===== src/sv/modexp_pkg.sv =====
// Shared widths, constants and types of the modular exponentiation block.
package modexp_pkg;

  // Data word width: the message is masked to this many bits and only this
  // many low exponent bits are scanned.
  localparam int WORD_BITS = 64;

  localparam int MSG_W     = 64;  // message field
  localparam int EXP_W     = 64;  // exponent register
  localparam int VAL_W     = 63;  // modulus and every reduced value
  localparam int SUM_W     = VAL_W + 1;
  localparam int CFG_IDX_W = 8;
  localparam int CFG_W     = 64;
  localparam int OUT_W     = 64;  // power padded to whole bytes

  localparam logic [MSG_W-1:0] MSG_MASK = {MSG_W{1'b1}} >> (MSG_W - WORD_BITS);
  localparam logic [EXP_W-1:0] EXP_MASK = {EXP_W{1'b1}} >> (EXP_W - WORD_BITS);

  localparam logic [VAL_W-1:0] MODULUS_RESET  = VAL_W'(3233);
  localparam logic [EXP_W-1:0] EXPONENT_RESET = EXP_W'(65537);

  localparam logic [CFG_IDX_W-1:0] CFG_MODULUS  = CFG_IDX_W'(0);
  localparam logic [CFG_IDX_W-1:0] CFG_EXPONENT = CFG_IDX_W'(1);

  typedef enum logic [1:0] {
    ST_IDLE,
    ST_REDUCE,
    ST_EXP,
    ST_DONE
  } mx_state_t;

endpackage


===== src/sv/modexp_mulmod.sv =====
// Bit-serial modular multiplier: product = a * b mod n, one bit of b per cycle.
module modexp_mulmod import modexp_pkg::*; (
  input  logic             clk,
  input  logic             rst_n,
  input  logic             start,
  input  logic [VAL_W-1:0] a,
  input  logic [MSG_W-1:0] b,
  input  logic [VAL_W-1:0] n,
  output logic             busy,
  output logic [VAL_W-1:0] product
);

  logic             busy_r, busy_nxt;
  logic [VAL_W-1:0] acc_r, acc_nxt;
  logic [VAL_W-1:0] a_r, a_nxt;
  logic [MSG_W-1:0] b_r, b_nxt;

  logic [SUM_W-1:0] n_ext;
  logic [SUM_W-1:0] sum;
  logic [SUM_W-1:0] dbl;
  logic [VAL_W-1:0] acc_step;
  logic [VAL_W-1:0] a_step;
  logic             stepping;

  // Right-to-left shift-and-add: the accumulator and the doubled operand are
  // each brought back below n by one conditional subtraction per cycle.
  always_comb begin
    n_ext    = {1'b0, n};
    sum      = {1'b0, acc_r} + (b_r[0] ? {1'b0, a_r} : '0);
    dbl      = {a_r, 1'b0};
    acc_step = (sum >= n_ext) ? VAL_W'(sum - n_ext) : sum[VAL_W-1:0];
    a_step   = (dbl >= n_ext) ? VAL_W'(dbl - n_ext) : dbl[VAL_W-1:0];
    stepping = busy_r && (b_r != '0);
  end

  always_comb begin
    busy_nxt = busy_r;
    acc_nxt  = acc_r;
    a_nxt    = a_r;
    b_nxt    = b_r;
    if (start) begin
      busy_nxt = 1'b1;
      acc_nxt  = '0;
      a_nxt    = a;
      b_nxt    = b;
    end else if (stepping) begin
      acc_nxt = acc_step;
      a_nxt   = a_step;
      b_nxt   = b_r >> 1;
    end else begin
      busy_nxt = 1'b0;
    end
  end

  always_ff @(posedge clk) begin
    if (!rst_n) begin
      busy_r <= 1'b0;
    end else begin
      busy_r <= busy_nxt;
    end
  end

  always_ff @(posedge clk) begin
    acc_r <= acc_nxt;
    a_r   <= a_nxt;
    b_r   <= b_nxt;
  end

  assign busy    = busy_r;
  assign product = acc_r;

endmodule


===== src/sv/modular_exponentiation_top.sv =====
// Top level of the modular exponentiation block: control sequencer and registers.
// It reduces the message, then runs one multiply round per exponent bit up to the highest
// set one and finally loads the output register. A new word is taken only once the
// previous result has reached the output register.
// Reset (rst_n, synchronous, active low) empties the block and the output register and
// sets the modulus to 3233 and the exponent to 65537.
module modular_exponentiation_top import modexp_pkg::*; (
  input  logic                 clk,
  input  logic                 rst_n,
  // Input stream.
  input  logic                 in_tvalid,
  output logic                 in_tready,
  input  logic [MSG_W-1:0]     in_tdata,   // [63:0] message
  input  logic                 in_tlast,   // last_in
  // Result stream.
  output logic                 out_tvalid,
  input  logic                 out_tready,
  output logic [OUT_W-1:0]     out_tdata,  // [62:0] power, [63] zero
  output logic                 out_tlast,  // last_out
  // Configuration writes.
  input  logic                 cfg_valid,
  output logic                 cfg_ready,
  input  logic [CFG_IDX_W-1:0] cfg_index,
  input  logic [CFG_W-1:0]     cfg_data
);

  mx_state_t        state_r, state_nxt;

  logic [VAL_W-1:0] n_r, n_nxt;
  logic [EXP_W-1:0] e_r, e_nxt;
  logic [EXP_W-1:0] e_rem_r, e_rem_nxt;
  logic [VAL_W-1:0] acc_r, acc_nxt;
  logic [VAL_W-1:0] sq_r, sq_nxt;
  logic             last_r, last_nxt;
  logic             small_n_r, small_n_nxt;
  logic             out_valid_r, out_valid_nxt;
  logic [VAL_W-1:0] out_data_r, out_data_nxt;
  logic             out_last_r, out_last_nxt;

  // Handshake and sequencing strobes.
  logic             in_acc;
  logic             cfg_acc;
  logic             slot_free;
  logic             both_idle;
  logic             ld_step;
  logic             ld_out;
  logic             go_on;
  logic [EXP_W-1:0] e_next;
  logic [VAL_W-1:0] acc_new;
  logic [VAL_W-1:0] sq_new;

  // Multiplier operands. Unit A reduces the message first (1 * message mod n)
  // and later forms the conditional product; unit B squares in parallel.
  logic             start_a, start_b;
  logic [VAL_W-1:0] op_a_a, op_b_a;
  logic [MSG_W-1:0] op_a_b, op_b_b;
  logic             busy_a, busy_b;
  logic [VAL_W-1:0] prod_a, prod_b;

  modexp_mulmod u_mul_a (
    .clk     (clk),
    .rst_n   (rst_n),
    .start   (start_a),
    .a       (op_a_a),
    .b       (op_a_b),
    .n       (n_r),
    .busy    (busy_a),
    .product (prod_a)
  );

  modexp_mulmod u_mul_b (
    .clk     (clk),
    .rst_n   (rst_n),
    .start   (start_b),
    .a       (op_b_a),
    .b       (op_b_b),
    .n       (n_r),
    .busy    (busy_b),
    .product (prod_b)
  );

  // Next-state logic.
  always_comb begin
    state_nxt = state_r;
    case (state_r)
      ST_IDLE: begin
        if (in_acc) begin
          state_nxt = ST_REDUCE;
        end
      end
      ST_REDUCE: begin
        if (!busy_a) begin
          state_nxt = go_on ? ST_EXP : ST_DONE;
        end
      end
      ST_EXP: begin
        if (both_idle) begin
          state_nxt = go_on ? ST_EXP : ST_DONE;
        end
      end
      ST_DONE: begin
        if (slot_free) begin
          state_nxt = ST_IDLE;
        end
      end
      default: state_nxt = ST_IDLE;
    endcase
  end

  // Output and strobe logic of the sequencer.
  always_comb begin
    in_tready = (state_r == ST_IDLE);
    in_acc    = in_tvalid && in_tready;
    cfg_ready = 1'b1;
    cfg_acc   = cfg_valid && cfg_ready;
    slot_free = !out_valid_r || out_tready;
    both_idle = !busy_a && !busy_b;

    ld_step = 1'b0;
    ld_out  = 1'b0;
    e_next  = e_rem_r;
    acc_new = acc_r;
    sq_new  = sq_r;
    case (state_r)
      ST_REDUCE: begin
        // The reduced message becomes the first square.
        ld_step = !busy_a;
        sq_new  = prod_a;
      end
      ST_EXP: begin
        // One exponent bit retired: keep the product only if the bit was set.
        ld_step = both_idle;
        e_next  = e_rem_r >> 1;
        acc_new = e_rem_r[0] ? prod_a : acc_r;
        sq_new  = prod_b;
      end
      ST_DONE: begin
        ld_out = slot_free;
      end
      default: begin
        ld_step = 1'b0;
      end
    endcase
    go_on = (e_next != '0);

    start_a = in_acc || (ld_step && go_on);
    start_b = ld_step && go_on;
    op_a_a  = in_acc ? VAL_W'(1) : acc_new;
    op_a_b  = in_acc ? (in_tdata & MSG_MASK) : MSG_W'(sq_new);
    op_b_a  = sq_new;
    op_b_b  = MSG_W'(sq_new);
  end

  // Register next values.
  always_comb begin
    n_nxt         = n_r;
    e_nxt         = e_r;
    e_rem_nxt     = e_rem_r;
    acc_nxt       = acc_r;
    sq_nxt        = sq_r;
    last_nxt      = last_r;
    small_n_nxt   = small_n_r;
    out_valid_nxt = out_valid_r;
    out_data_nxt  = out_data_r;
    out_last_nxt  = out_last_r;

    if (cfg_acc && (cfg_index == CFG_MODULUS)) begin
      n_nxt = cfg_data[VAL_W-1:0];
    end
    if (cfg_acc && (cfg_index == CFG_EXPONENT)) begin
      e_nxt = cfg_data[EXP_W-1:0];
    end

    if (in_acc) begin
      e_rem_nxt   = e_r & EXP_MASK;
      acc_nxt     = VAL_W'(1);
      last_nxt    = in_tlast;
      small_n_nxt = (n_r < VAL_W'(2));
    end else if (ld_step) begin
      e_rem_nxt = e_next;
      acc_nxt   = acc_new;
      sq_nxt    = sq_new;
    end

    // The output register frees the sequencer to take the next word while a
    // finished result still waits downstream.
    if (ld_out) begin
      out_valid_nxt = 1'b1;
      out_data_nxt  = small_n_r ? '0 : acc_r;
      out_last_nxt  = last_r;
    end else if (out_tready) begin
      out_valid_nxt = 1'b0;
    end
  end

  always_ff @(posedge clk) begin
    if (!rst_n) begin
      state_r     <= ST_IDLE;
      n_r         <= MODULUS_RESET;
      e_r         <= EXPONENT_RESET;
      out_valid_r <= 1'b0;
    end else begin
      state_r     <= state_nxt;
      n_r         <= n_nxt;
      e_r         <= e_nxt;
      out_valid_r <= out_valid_nxt;
    end
  end

  always_ff @(posedge clk) begin
    e_rem_r    <= e_rem_nxt;
    acc_r      <= acc_nxt;
    sq_r       <= sq_nxt;
    last_r     <= last_nxt;
    small_n_r  <= small_n_nxt;
    out_data_r <= out_data_nxt;
    out_last_r <= out_last_nxt;
  end

  assign out_tvalid = out_valid_r;
  assign out_tdata  = OUT_W'(out_data_r);
  assign out_tlast  = out_last_r;

  // Both partial results stay reduced while exponent bits are being retired.
  a_acc_reduced: assert property (@(posedge clk) disable iff (!rst_n)
    (state_r == ST_EXP && !small_n_r) |-> (acc_r < n_r))
    else $error("accumulator not reduced below modulus");

  a_sq_reduced: assert property (@(posedge clk) disable iff (!rst_n)
    (state_r == ST_EXP && !small_n_r) |-> (sq_r < n_r))
    else $error("square not reduced below modulus");

  // No multiplier may still be running when a new word can be taken.
  a_idle_units: assert property (@(posedge clk) disable iff (!rst_n)
    (state_r == ST_IDLE) |-> (!busy_a && !busy_b))
    else $error("multiplier busy while sequencer idle");

  // A finished word always lands in the output register.
  a_out_loaded: assert property (@(posedge clk) disable iff (!rst_n)
    (state_r == ST_DONE && slot_free) |=> (out_tvalid && state_r == ST_IDLE))
    else $error("finished word not moved to output register");

endmodule

===== config.mk =====
export PLATFORM = sky130hd
export DESIGN_NAME = modular_exponentiation_top
export DESIGN_NICKNAME = d
export VERILOG_FILES = /design/src/sv/modexp_pkg.sv /design/src/sv/modexp_mulmod.sv /design/src/sv/modular_exponentiation_top.sv
export SDC_FILE = /design/constraint.sdc
export NUM_CORES = 2
export LEC_CHECK = 0
export BUFFER_PORTS_ARGS = -buffer_cell sky130_fd_sc_hd__clkbuf_2
export CORE_UTILIZATION = 30
export DETAILED_ROUTE_END_ITERATION = 10
export PLACE_DENSITY = 0.48
export SYNTH_ARGS = -nofsm -noshare
export SYNTH_HDL_FRONTEND = slang
export SYNTH_HIERARCHICAL = 1
export SYNTH_SLANG_ARGS = --single-unit

===== constraint.sdc =====
create_clock -name clk -period 12.75 [get_ports clk]
set_clock_uncertainty 0.05 [all_clocks]
set_input_delay 2.55 -clock clk [delete_from_list [all_inputs] [get_ports clk]]
set_output_delay 2.55 -clock clk [all_outputs]
set_load 0.005 [all_outputs]

==> flow_metrics.py <==
metrics = {
    "synth": {
        "synth_common_cells": "993 x nand2_1, 738 x a21oi_1, 447 x edfxtp_1",
        "syn_inst": 6991,
        "synth_seq_cells": 768,
        "synth_edf_count": 447,
        "synth_top_area_share_pct": 22.75,
        "synth_most_common_cell": "nand2_1",
        "synth_largest_area_cell": "edfxtp_1",
        "synth-main-ff-cell": "edfxtp_1",
        "yosysUniqueCellTypes": 94,
        "async_reset_ff_share_pct": 0,
        "syn-cell-area_mm2": 0.05901,
        "syn_avg_cell_area_um2": 8.441,
        "synth_area_leaders": "edfxtp_1 23%, dfxtp_1 11%, ha_1 8.1%, nand2_1 6.3%, a21oi_1 6.3%",
        "yosysWarnings": 6,
        "ys_seq_area_share_pct": 33.64,
    },
    "cts": {
        "holdBufCountCts": 0,
        "cts_buffer_depth": 3,
        "clock-root-buffer": "clkbuf_16",
        "cts_tree": "yes",
        "clock-sinks": 768,
        "cts_buffers": 93,
        "cts.repair.resized": 0,
        "clock_latency_ns": 0.77,
        "cts_setup_buffers": 0,
        "htreeDepth": 3,
        "clk_pin_slew_ns": 0.06,
    },
    "final_layout": {
        "final-seq-area_mm2": 0.01985,
        "multi_input_area_mm2": 0.03663,
        "fin_cells": 9685,
        "area.growth.synth_to_final_pct": 11.05,
        "nets": 7491,
        "layout-drive-gt1-share_pct": 10.98,
        "fill_cells": 20520,
    },
    "setup_path": {
        "reg2regPathDepth": 25,
        "setup.worst_path.end_class": "flip-flop",
        "slowest_stage": "a2111oi_0",
        "crit_fanout": 64,
        "timing.critical_path.from": "u_mul_b/b_r[0]",
        "required_ns": 13.36,
        "path_depth": 25,
        "r2r-start": "u_mul_b/b_r[0]",
        "critPathCapture": "u_mul_b/product[50]",
        "r2r_slack_ns": 4.71,
        "critPathKind": "reg -> reg",
        "worst_r2r_endpoint": "u_mul_b/product[50]",
        "start_kind": "flip-flop",
        "crit_arrival_ns": 8.66,
        "critical_path_buf_inv_count": 2,
        "worst_path_dominant_cell_family": "compound AO/OA/AOI/OAI gates",
        "cpPeakStageDelay_ns": 0.76,
        "crit_path_frequent_cell": "a21o_1",
    },
    "timing": {
        "fin_tns_setup_ns": 0,
        "hold_viol": 0,
        "min_period_ns": 8.042,
        "fin_crit_sh_pct": 63.08,
        "setup_viol": 0,
        "fmax_mhz": 124.3,
        "tightestPinTransition_ns": 1.408,
        "maxSlewViolCount": 0,
        "setup_ws_ns": 4.708,
        "slew_headroom_pct": 3.729,
        "rsz0062_at_grt": "false",
    },
    "place": {
        "pre_cts_slack_ns": 4.924,
        "place.detailed.instances": 9490,
        "hpwl_mm": 188.4,
        "gp_congestion": 0.9941,
        "port_buffers": 207,
    },
    "global_routing": {
        "grt_use_met1_pct": 34.34,
        "grt-busiest-layer": "met2",
        "grt_pass1_vias": 50031,
        "grt_max_degree": 123,
        "antenna_found_initial": 14,
        "use_met2_pct": 34.52,
        "grt_pass1_wl_mm": 349.3,
        "grtUsageTotal_pct": 23.68,
        "grt_use_met3_pct": 3.182,
        "gr-total-overflow": 0,
    },
    "routing": {
        "vias": 53534,
        "route.detailed.drc": 0,
        "avgViaCountPerCell": 5.528,
        "ant_nets": 0,
        "firstDrtPassIters": 6,
        "wl_per_cell_um": 25.06,
        "drtIter0Drc": 4834,
        "totalWireLength_mm": 242.7,
    },
    "status": {
        "outcome": "complete, no violations",
    },
    "floorplan": {
        "initial_core_util_pct": 30.23,
        "die-area_mm2": 0.1985,
        "io-pin-count": 210,
        "core.rowCount": 162,
        "fp.dieW_um": 445.5,
        "die_height_um": 445.5,
        "core_area_mm2": 0.1952,
    },
    "hold_path": {
        "holdCritPathClass": "reg -> reg",
    },
    "flow_run": {
        "drv_cap": 0,
    },
}
placed cells by master, fill, tap and decap left out, types with 82 or more instances in the layout:
master / instances
clkbuf_16: 94
edfxtp_1: 447
dfxtp_1: 321
ha_1: 379
inv_1: 249
nor2_1: 378
and2_1: 166
a21o_1: 222
xnor2_1: 202
a21oi_1: 733
o21ai_0: 414
a211oi_1: 82
mux2i_1: 143
nor2b_1: 108
xor2_1: 128
nand2_1: 990
nand3_1: 101
nand4_1: 112
clkbuf_2: 206
a21boi_1: 107
mux2_2: 247
cells by family (layout without fill, tap and decap cells):
family | count (synthesis) | after routing | share of synthesized area (%)
muxes | 392 | 392 | 7.177
buffers and inverters | 666 | 714 | 4.627
xor gates and xnor gates | 330 | 330 | 4.898
DFF | 768 | 768 | 33.64
adders and majority gates | 388 | 388 | 8.303
AOI/OAI and AO/OA | 2238 | 2238 | 23.89
other | 2 | 24 | 0.01273
and+or+nand+nor | 2207 | 2207 | 17.45
worst register-to-register path: cells and delay by family (launching register included):
| family | cells | cell delay (ns) |
|---|---|---|
| xor gates and xnor gates | 1 | 0.20 |
| AOI/OAI and AO/OA | 16 | 4.76 |
| and+or+nand+nor | 3 | 0.85 |
| adders and majority gates | 3 | 0.92 |
| DFF | 1 | 0.36 |
| buffers and inverters | 2 | 0.81 |
worst min path at each step:
stage               startpoint        end  slack [ns]  cells after the start
floorplan               last_r  out_tlast        0.35                      0
global placement        last_r  out_tlast        0.35                      0
detailed placement      last_r  out_tlast        0.36                      0
CTS                    e_r[53]    e_r[53]        0.40                      2
global route           e_r[45]    e_r[45]        0.41                      2
finish                 e_r[46]    e_r[46]        0.40                      2
flip-flops by register name, summed over array words and instances (netlist names):
name / count
out_data_r: 63
u_mul_b/busy: 1
e_rem_r: 64
u_mul_b/product: 63
last_r: 1
out_tlast: 1
e_r: 64
u_mul_a/a_r: 63
u_mul_a/product: 63
u_mul_b/a_r: 63
n_r: 63
sq_r: 63
out_tvalid: 1
u_mul_a/busy: 1
u_mul_b/b_r: 64
small_n_r: 1
acc_r: 63
u_mul_a/b_r: 64
state_r: 2
area by class of cell:
cell class              count  area share [%]
clock buffers             120           3.815
inverters                 255           1.487
multi-input cells        5558           55.90
well taps                2624           5.010
clock inverters            54          0.9184
diodes                     21         0.08019
repair buffers            285           2.497
flip-flops and latches    768           30.29
layer usage:
layer | share of wire (%) | up-vias
met5 | 0.0045 | -
met4 | 4.5 | 2
met3 | 6.1 | 297
met2 | 42 | 1844
met1 | 48 | 25983
li1 | - | 25408
per-stage QoR:
stage / hold slack [ns] / cell area, µm² / utilization [%]
global placement: 0.3519 / 62380 / 31.96
detailed placement: 0.3580 / 62380 / 31.96
global route: 0.4141 / 65500 / 33.56
finish: 0.4032 / 65530 / 33.57
CTS: 0.4037 / 65480 / 33.54
floorplan: 0.3503 / 59010 / -
Power is left out: the tool's default activity adds up to more than one toggle a clock period on the data nets, which glitch-free logic cannot reach.
